File: config.mk
export PLATFORM = sky130hd
export DESIGN_NAME = bfsa_front
export DESIGN_NICKNAME = d
export VERILOG_FILES = /design/src/hdl/bfsa_pkg.sv /design/src/hdl/bfsa_front.sv
export SDC_FILE = /design/constraint.sdc
export NUM_CORES = 1
export LEC_CHECK = 0
export ABC_AREA = 1
export ABC_CLOCK_PERIOD_IN_PS = 1420
export BUFFER_PORTS_ARGS = -buffer_cell sky130_fd_sc_hd__buf_2
export CORE_ASPECT_RATIO = 1.75
export CORE_MARGIN = 3
export CORE_UTILIZATION = 30
export CTS_BUF_LIST = sky130_fd_sc_hd__clkbuf_8
export CTS_CLUSTER_SIZE = 8
export DETAILED_ROUTE_END_ITERATION = 7
export GPL_TIMING_DRIVEN = 1
export SKIP_CTS_REPAIR_TIMING = 1
export SLEW_MARGIN = 0
export SYNTH_ARGS = -nofsm -noshare
export SYNTH_HDL_FRONTEND = slang
export SYNTH_SLANG_ARGS = --single-unit
File: constraint.sdc
create_clock -name clk -period 1.42 [get_ports clk]
set_input_delay 0.213 -clock clk [delete_from_list [all_inputs] [get_ports clk]]
set_output_delay 0.213 -clock clk [all_outputs]
set_load 0.05 [all_outputs]
File: src/hdl/bfsa_pkg.sv
// Shared types for the bump-and-free-stack index allocator.
// Holds opcode and status codes and the command record passed front to back.
// No dependencies.
package bfsa_pkg;

	localparam int unsigned IDX_W   = 12;
	localparam int unsigned USED_W  = 13;
	localparam int unsigned S_DATA_W = 16;
	localparam int unsigned M_DATA_W = 32;

	typedef enum logic [1:0] {
		OP_ALLOC = 2'd0,
		OP_FREE  = 2'd1,
		OP_CLEAN = 2'd2,
		OP_QUERY = 2'd3
	} op_t;

	typedef enum logic [1:0] {
		STAT_OK   = 2'd0,
		STAT_FULL = 2'd1,
		STAT_OVER = 2'd2
	} stat_t;

	// One decoded request waiting in the command queue.
	typedef struct packed {
		op_t              op;
		logic [IDX_W-1:0] index;
	} cmd_t;

	// Handshake between the command queue and the execution side.
	typedef struct packed {
		logic valid;
		cmd_t cmd;
	} cmd_req_t;

endpackage

File: src/hdl/bfsa_front.sv
// Front side of the allocator: accepts stream requests and decodes them.
// Decoded commands wait in a two-entry queue. Depends on bfsa_pkg.
module bfsa_front
	import bfsa_pkg::*;
(
	input  logic                clk,
	input  logic                arst_n,
	input  logic                s_tvalid,
	output logic                s_tready,
	input  logic [S_DATA_W-1:0] s_tdata,  // [11:0] freed_index, [15:12] zero
	input  logic [1:0]          s_tuser,  // [1:0] opcode
	output cmd_req_t            req,
	input  logic                req_ready
);

	cmd_t       queue_q [2];
	logic       wr_ptr_q;
	logic       rd_ptr_q;
	logic [1:0] count_q;
	logic       push;
	logic       pop;
	cmd_t       decoded;

	always_comb begin
		decoded.op    = op_t'(s_tuser);
		decoded.index = s_tdata[IDX_W-1:0];
	end

	assign s_tready  = (count_q != 2'd2);
	assign push      = s_tvalid && s_tready;
	assign req.valid = (count_q != 2'd0);
	assign req.cmd   = queue_q[rd_ptr_q];
	assign pop       = req.valid && req_ready;

	always_ff @(posedge clk or negedge arst_n) begin
		if (!arst_n) begin
			wr_ptr_q <= 1'b0;
			rd_ptr_q <= 1'b0;
			count_q  <= 2'd0;
		end else begin
			if (push) wr_ptr_q <= ~wr_ptr_q;
			if (pop)  rd_ptr_q <= ~rd_ptr_q;
			if (push && !pop) begin
				count_q <= count_q + 2'd1;
			end else if (pop && !push) begin
				count_q <= count_q - 2'd1;
			end
		end
	end

	always_ff @(posedge clk) begin
		if (push) queue_q[wr_ptr_q] <= decoded;
	end

endmodule

==> results.cfg, run 1 <==
[floorplan]
fp.dieH_um = 92.5
die_w_um = 55.4
ios = 38
core_region_area_mm2 = 0.00398
rows = 30
initial_utilization_pct = 32.2
dieArea_mm2 = 0.00513

[layout]
layout_commonest_cell = nand2_1
fillers = 405
nNetsFinal = 171
syn_to_final_growth_pct = 38.5
diodes = 0
design_area_mm2 = 0.00178
layout-drive-gt1-share_pct = 43.0
post-route-util_pct = 44.7
final_cell_mix = 44 x nand2_1, 28 x edfxtp_1, 19 x buf_2

[drt]
vias_per_cell = 4.33
wire_per_inst_um = 12.0
drt_iter0_markers = 17
routed_wl_mm = 2.37
drtAntennaViolNets = 0
drc = 0
drtPass1Iterations = 4
vias = 853

[global_routing]
grt_max_degree = 16
grt_pass1_vias = 793
grt_use_total_pct = 9.04
overflow = 0
grt_pass1_wl_mm = 3.46
antenna_found_initial = 0

[sta]
slew_headroom_pct = 83.6
max_freq_mhz = 711
finalSetupViolations = 0
rsz0062_at_grt = true
worst_slew_pin_slew_ns = 0.247
fin_crit_ns = 1.41
finalHoldViolCount = 0
fin_skew_ns = 0.00224
slew_viol_final = 0
timing.final.crit_share_pct = 99.1

[clock_tree]
clkTransAtPathRegs_ns = 0.06
cts_root_buf = clkbuf_8
cts_tree = built
cts_num_sinks = 32
htreeDepth = 2
numCtsBuffers = 5
cts_buffer_depth = 2
clock_latency_ns = 0.27

[setup_path]
crit_type = flop to output pin
crit_fanout = 6
cp-end-kind = output pin
arrival_ns = 1.19
cp.required_ns = 1.21
start_kind = flop
rrSetupSlack_ns = 0.08

[power]
ir_drop_v = 0.00133
p_leak_nw = 0.784
powerDensity_mw_per_mm2 = 2540

[synthesis]
synth-seq-area-share_pct = 73.4
ys_types = 15
syn_nets = 125
syn_area_mm2 = 0.00128
synthCells = 102
synth.avg_cell_area_um2 = 12.6
synth_seq_cells = 32
yosys_warnings = 0

[placed_design]
place_congestion = 0.636
place_area_mm2 = 0.00154
port_buffers = 33
hpwl_mm = 1.75

[hold_path]
min_path_type = primary input to flop

[run]
cap_violations = 0

[status]
status = finished clean
==> kinds of logic (layout without fill, tap and decap cells) <==
| group | after synthesis | after routing | share of synthesized area (%) |
|---|---|---|---|
| fa+ha+maj | 1 | 1 | 0.975 |
| buf+inv | 10 | 57 | 5.07 |
| simple gates | 57 | 57 | 18.6 |
| flops | 32 | 32 | 73.4 |
| xor+xnor | 2 | 2 | 1.95 |
==> per-layer routing <==
layer	GRT usage, %	share of wire [%]
met1	8.23	35
met2	16.4	57
met3	3.49	5.6
met4	5.48	2.4
met5	0	0
==> critical path, stage by stage, from the launching register on <==
cell	delay (ns)
dfrtp_2	0.49
buf_6	0.15
nand2_1	0.07
nand2_2	0.06
buf_6	0.15
==> worst paths after layout <==
path | start | to | depth (start not counted)
max reg2reg | count_q[0] | count_q[1] | 9
min | s_tdata[8] | queue_q[0][8] | 1
max | rd_ptr_q | req[2] | 4
min in group asynchronous | arst_n | wr_ptr_q | 2
min reg2reg | count_q[1] | count_q[1] | 2
max in group asynchronous | arst_n | rd_ptr_q | 2
==> synthesized netlist by cell type <==
cell,count,area share [%]
inv_6,1,0.68
dfrtp_1,4,7.8
nand2_4,2,1.8
xor2_2,1,1.3
nand2_1,48,14
nand3_1,2,0.78
xnor2_1,1,0.68
nand2_2,2,0.98
buf_6,3,2.6
inv_2,2,0.59
ha_1,1,0.98
nand4_1,1,0.49
edfxtp_1,28,66
inv_1,4,1.2
nor2_1,2,0.59
==> sequential cells by signal (all words and copies together), names as in the netlist <==
name and flops:
count_q 2, wr_ptr_q 1, queue_q 28, rd_ptr_q 1
==> final cells by class <==
cell class	count	area [um2]	share of cell area, %
sequential	32	942	53.0
inverter	7	33.8	1.90
tap	48	60.1	3.38
clock buffer	6	82.6	4.65
clock inverter	2	7.51	0.423
multi-input combinational	60	304	17.1
timing repair buffer	42	347	19.5
==> where the power goes <==
part | total [W] | switching, W | internal (W)
Combinational | 0.00241 | 0.00156 | 0.000850
Sequential | 0.00144 | 0.000135 | 0.00130
Clock | 0.000661 | 0.000281 | 0.000380
Total | 0.00451 | 0.00197 | 0.00253
==> metrics by stage <==
| stage | hold WS, ns | power, W | TNS (ns) | cells | setup slack, ns |
|---|---|---|---|---|---|
| 2_1_floorplan | -0.0826 | 0.00296 | -1.40 | 102 | -0.0501 |
| 3_3_place_gp | 0.0208 | 0.00339 | 0 | 186 | 0.0845 |
| 3_5_place_dp | 0.0304 | 0.00345 | -0.00479 | 186 | -0.00479 |
| 4_1_cts | -0.264 | 0.00412 | -2.10 | 194 | -0.176 |
| 5_1_grt | 0.116 | 0.00474 | -0.582 | 197 | -0.0528 |
| 6_report | 0.129 | 0.00451 | 0 | 197 | 0.0133 |
(Power assumes the default switching activity.)
==> run 2, diff against run 1 <==
- GPL_TIMING_DRIVEN: 1 -> 0
==> run 2 against run 1 <==
The run now ends with negative setup slack left. Utilization is 3.4 points higher. Critical path depth is 2 higher. Via count is 1.1% higher.
==> results.cfg, run 2 (synthesized netlist as in run 1, its figures left out) <==
[setup_path]
start_kind = flop
cp.required_ns = 1.21
cp-end-kind = output pin
rrSetupSlack_ns = 0.08
crit_type = flop to output pin
critPathBufInv = 4
reg2regPathDepth = 9
r2r_end = count_q[1]
crit_slowest_cell = dfrtp_1
cpPeakStageDelay_ns = 0.37
critical_path.top_delay_family = buffers and inverters
arrival_ns = 1.26
cp_cell_sequence = buf_6 -> clkinv_8 -> clkbuf_16 -> nand2_1 -> nand2_1 -> buf_6
crit_fanout = 7
r2r_start = count_q[0]

[sta]
finalSetupViolations = 11
max_freq_mhz = 677
slew_viol_final = 0
finalWorstSetupSlack_ns = -0.0577
timing.final.crit_share_pct = 104
fin_crit_ns = 1.48
fin_skew_ns = 0.00837
worst_slew_pin_slew_ns = 0.248
finalHoldViolCount = 0
slew_headroom_pct = 83.6
rsz0062_at_grt = true

[floorplan]
core_region_area_mm2 = 0.00398
fp.dieH_um = 92.5
dieArea_mm2 = 0.00513
die_w_um = 55.4
ios = 38
rows = 30
initial_utilization_pct = 32.2

[clock_tree]
clkTransAtPathRegs_ns = 0.07
htreeDepth = 2
cts_num_sinks = 32
cts_root_buf = clkbuf_8
cts_tree = built
cts_buffer_depth = 2
numCtsBuffers = 5
clock_latency_ns = 0.28

[hold_path]
min_to = queue_q[0][7]
whs_path_depth = 1
min_path_type = primary input to flop
hold_path_startpoint = s_tdata[7]

[drt]
wl_met1_um = 743
drt_iter0_markers = 16
routed_wl_mm = 2.44
drc = 0
vias_per_cell = 4.31
vias = 862
wire_per_inst_um = 12.2
route.met3.wl_um = 150
drtPass1Iterations = 4
drtAntennaViolNets = 0
met2_length_mm = 1.48
top_layer = met4

[placed_design]
port_buffers = 33
hpwl_mm = 1.70
placed_cells = 183
place_area_mm2 = 0.00151
place_congestion = 0.684

[power]
p_leak_nw = 0.816
powerDensity_mw_per_mm2 = 2550
ir_drop_v = 0.00145

[layout]
diodes = 0
nNetsFinal = 174
syn_to_final_growth_pct = 49.2
post-route-util_pct = 48.1
reg.largest.list = queue_q (28), count_q (2)
fillers = 375
final_cells = 200
layout-drive-gt1-share_pct = 53.3
final_cell_mix = 31 x nand2_1, 28 x edfxtp_1, 18 x nand2_2, 18 x buf_2, 10 x buf_6
largest_reg_flops = 28
layout_commonest_cell = nand2_1
regMostFlops = queue_q
design_area_mm2 = 0.00191

[global_routing]
grt_pass1_vias = 858
grt_use_total_pct = 9.91
grt_pass1_wl_mm = 3.75
antenna_found_initial = 0
grt_max_degree = 15
overflow = 0

[run]
cap_violations = 0

[status]
violations = negative setup slack
status = complete, but fails checks
## run 2: cell count changes in the layout (fill, tap and decap cells not counted), sizes merged
cell      previous run  this run
buf                 41        43
clkinv               1         2
clkinvlp             0         2
inv                  8         6
## run 2: per-layer routing
metal  up-vias  GRT usage, %
li1        431             -
met3         6          3.91
met1       401          8.58
met5         -             0
met4         0          6.09
met2        24          18.4
## run 2: layout make-up
cell class / count / area [um2] / area share [%]
clock buffer: 5 / 68.8 / 3.60
buffer: 3 / 37.5 / 1.96
inverter: 7 / 38.8 / 2.03
tap: 48 / 60.1 / 3.14
multi-input combinational: 60 / 360 / 18.8
sequential: 32 / 941 / 49.2
timing repair buffer: 42 / 383 / 20.0
clock inverter: 3 / 23.8 / 1.24
## run 2: through the flow
stage	TNS [ns]	total power, W	hold slack, ns	setup slack, ns
2_1_floorplan	-1.40	0.00296	-0.0826	-0.0501
3_3_place_gp	-3.83	0.00336	0.0242	-0.140
3_5_place_dp	-5.11	0.00342	0.0269	-0.187
4_1_cts	-7.59	0.00411	-0.287	-0.209
5_1_grt	-1.28	0.00516	0.0949	-0.134
6_report	-0.440	0.00488	0.114	-0.0577
## run 2: power breakdown
| group | internal [W] | total [W] | switching, W |
|---|---|---|---|
| clock | 0.000346 | 0.000675 | 0.000329 |
| combinational | 0.00109 | 0.00280 | 0.00171 |
| sequential | 0.00130 | 0.00140 | 0.000100 |
## run 2: worst max path at each step
stage / from / slack, ns / end / cells past startpoint
4_1_cts: count_q[0] / -0.21 / queue_q[0][10] / 4
2_1_floorplan: count_q[0] / -0.05 / queue_q[0][0] / 4
6_report: rd_ptr_q / -0.06 / req[3] / 6
5_1_grt: rd_ptr_q / -0.13 / req[2] / 6
3_5_place_dp: count_q[0] / -0.19 / queue_q[0][12] / 4
3_3_place_gp: count_q[0] / -0.14 / queue_q[1][12] / 4
## run 2: worst register-to-register path: stages (launching register included)
cell,delay (ns)
dfrtp_1,0.41
inv_2,0.10
buf_4,0.12
nand2_2,0.06
nand2_2,0.09
ha_4,0.21
inv_1,0.07
nand3_1,0.07
nand2_1,0.06
nand2_1,0.05
==> run 3, diff against run 2 <==
- PLACE_DENSITY: not set -> 0.54
==> run 3 against run 2 <==
The flow still finishes with violations (negative setup slack). Count of clock-buffer cells in the layout did not move. Via count rose by 3.0%. Fmax fell by 5.5%. Cell count fell by 0.50%. Critical path depth fell by 3. Utilization rose by 1.4 points. Hold slack improved by 0.016 ns. Clock skew fell by 0.0047 ns. Critical path type is now flop to flop.
==> results.cfg, run 3 (synthesized netlist as in run 1, its figures left out) <==
[global_routing]
grt_pass1_vias = 834
grt_use_total_pct = 9.74
grt_pass1_wl_mm = 3.70
antenna_found_initial = 0
overflow = 0
grt_max_degree = 15

[drt]
drc = 0
routed_wl_mm = 2.60
drtAntennaViolNets = 0
vias_per_cell = 4.46
vias = 888
drtPass1Iterations = 2
drt_iter0_markers = 18
wire_per_inst_um = 13.1

[layout]
nNetsFinal = 173
largest_reg_flops = 28
reg.largest.list = queue_q (28), count_q (2)
post-route-util_pct = 49.5
syn_to_final_growth_pct = 53.6
final_cell_mix = 28 x edfxtp_1, 19 x nand2_1, 19 x nand2_2
diodes = 0
layout-drive-gt1-share_pct = 58.9
regMostFlops = queue_q
layout_commonest_cell = edfxtp_1

[clock_tree]
numCtsBuffers = 5
cts_tree = built
clkTransAtPathRegs_ns = 0.06
clock_latency_ns = 0.27
cts_buffer_depth = 2
cts_num_sinks = 32
htreeDepth = 2
cts_root_buf = clkbuf_8

[floorplan]
initial_utilization_pct = 32.2
die_w_um = 55.4
core_region_area_mm2 = 0.00398
rows = 30
fp.dieH_um = 92.5
ios = 38
dieArea_mm2 = 0.00513

[power]
powerDensity_mw_per_mm2 = 2560
p_total_w = 0.00504
ir_drop_v = 0.00139
p_leak_nw = 0.864

[setup_path]
crit_fanout = 14
start_kind = flop
arrival_ns = 1.46
cp.required_ns = 1.32
cp-end-kind = flop
crit_type = flop to flop

[status]
violations = negative setup slack
status = complete, but fails checks

[sta]
timing.final.crit_share_pct = 110
fin_skew_ns = 0.00369
holdWs_ns = 0.130
finalHoldViolCount = 0
finalWorstSetupSlack_ns = -0.144
finalSetupTns_ns = -3.87
max_freq_mhz = 640
slew_viol_final = 0
slew_headroom_pct = 49.6
fin_crit_ns = 1.56
finalSetupViolations = 38
rsz0062_at_grt = true
worst_slew_pin_slew_ns = 0.755

[run]
cap_violations = 0

[placed_design]
hpwl_mm = 1.67
place_congestion = 0.631
port_buffers = 33

[hold_path]
min_path_type = primary input to flop
## run 3: through the flow
| step | instances | instance area (um2) | worst slack [ns] |
|---|---|---|---|
| after global routing | 199 | 1970 | -0.241 |
| final | 199 | 1970 | -0.144 |
| after detailed placement | 183 | 1510 | -0.195 |
| after global placement | 183 | 1510 | -0.160 |
| after CTS | 191 | 1590 | -0.189 |
| after floorplan | 102 | 1290 | -0.0501 |
## run 3: cell type report
type / instances / area, um2
fill: 387 / 2010
sequential: 32 / 941
multi-input combinational: 60 / 427
timing repair buffer: 41 / 377
clock buffer: 5 / 68.8
tap: 48 / 60.1
buffer: 3 / 46.3
inverter: 7 / 38.8
clock inverter: 3 / 11.3
## run 3: critical path: stages (launching register included)
cell and delay (ns):
dfrtp_1 0.43, nand2_4 0.11, nand2_4 0.07, nor2_2 0.58
## run 3: per-layer routing
layer	part of all wire, %	routed length, um	track usage (%)
met5	0	0	0
met4	2.0	51	4.87
met3	5.5	143	4.18
met2	59	1530	17.8
met1	34	877	8.95
## run 3: where the power goes
group          internal [W]  switching (W)
logic               0.00120        0.00181
registers           0.00131       0.000120
clock network      0.000325       0.000281
total               0.00283        0.00221
## run 3: final timing paths
check                            endpoint  slack (ns)  cells after the start   startpoint
setup / recovery            queue_q[1][7]       -0.14                      3   count_q[1]
hold / removal             queue_q[1][11]        0.13                      1  s_tdata[11]
setup reg to reg            queue_q[1][7]       -0.14                      3   count_q[1]
hold reg to reg                count_q[0]        0.53                      1   count_q[0]
max in group asynchronous        wr_ptr_q        1.02                      2       arst_n
min in group asynchronous      count_q[0]        0.28                      2       arst_n
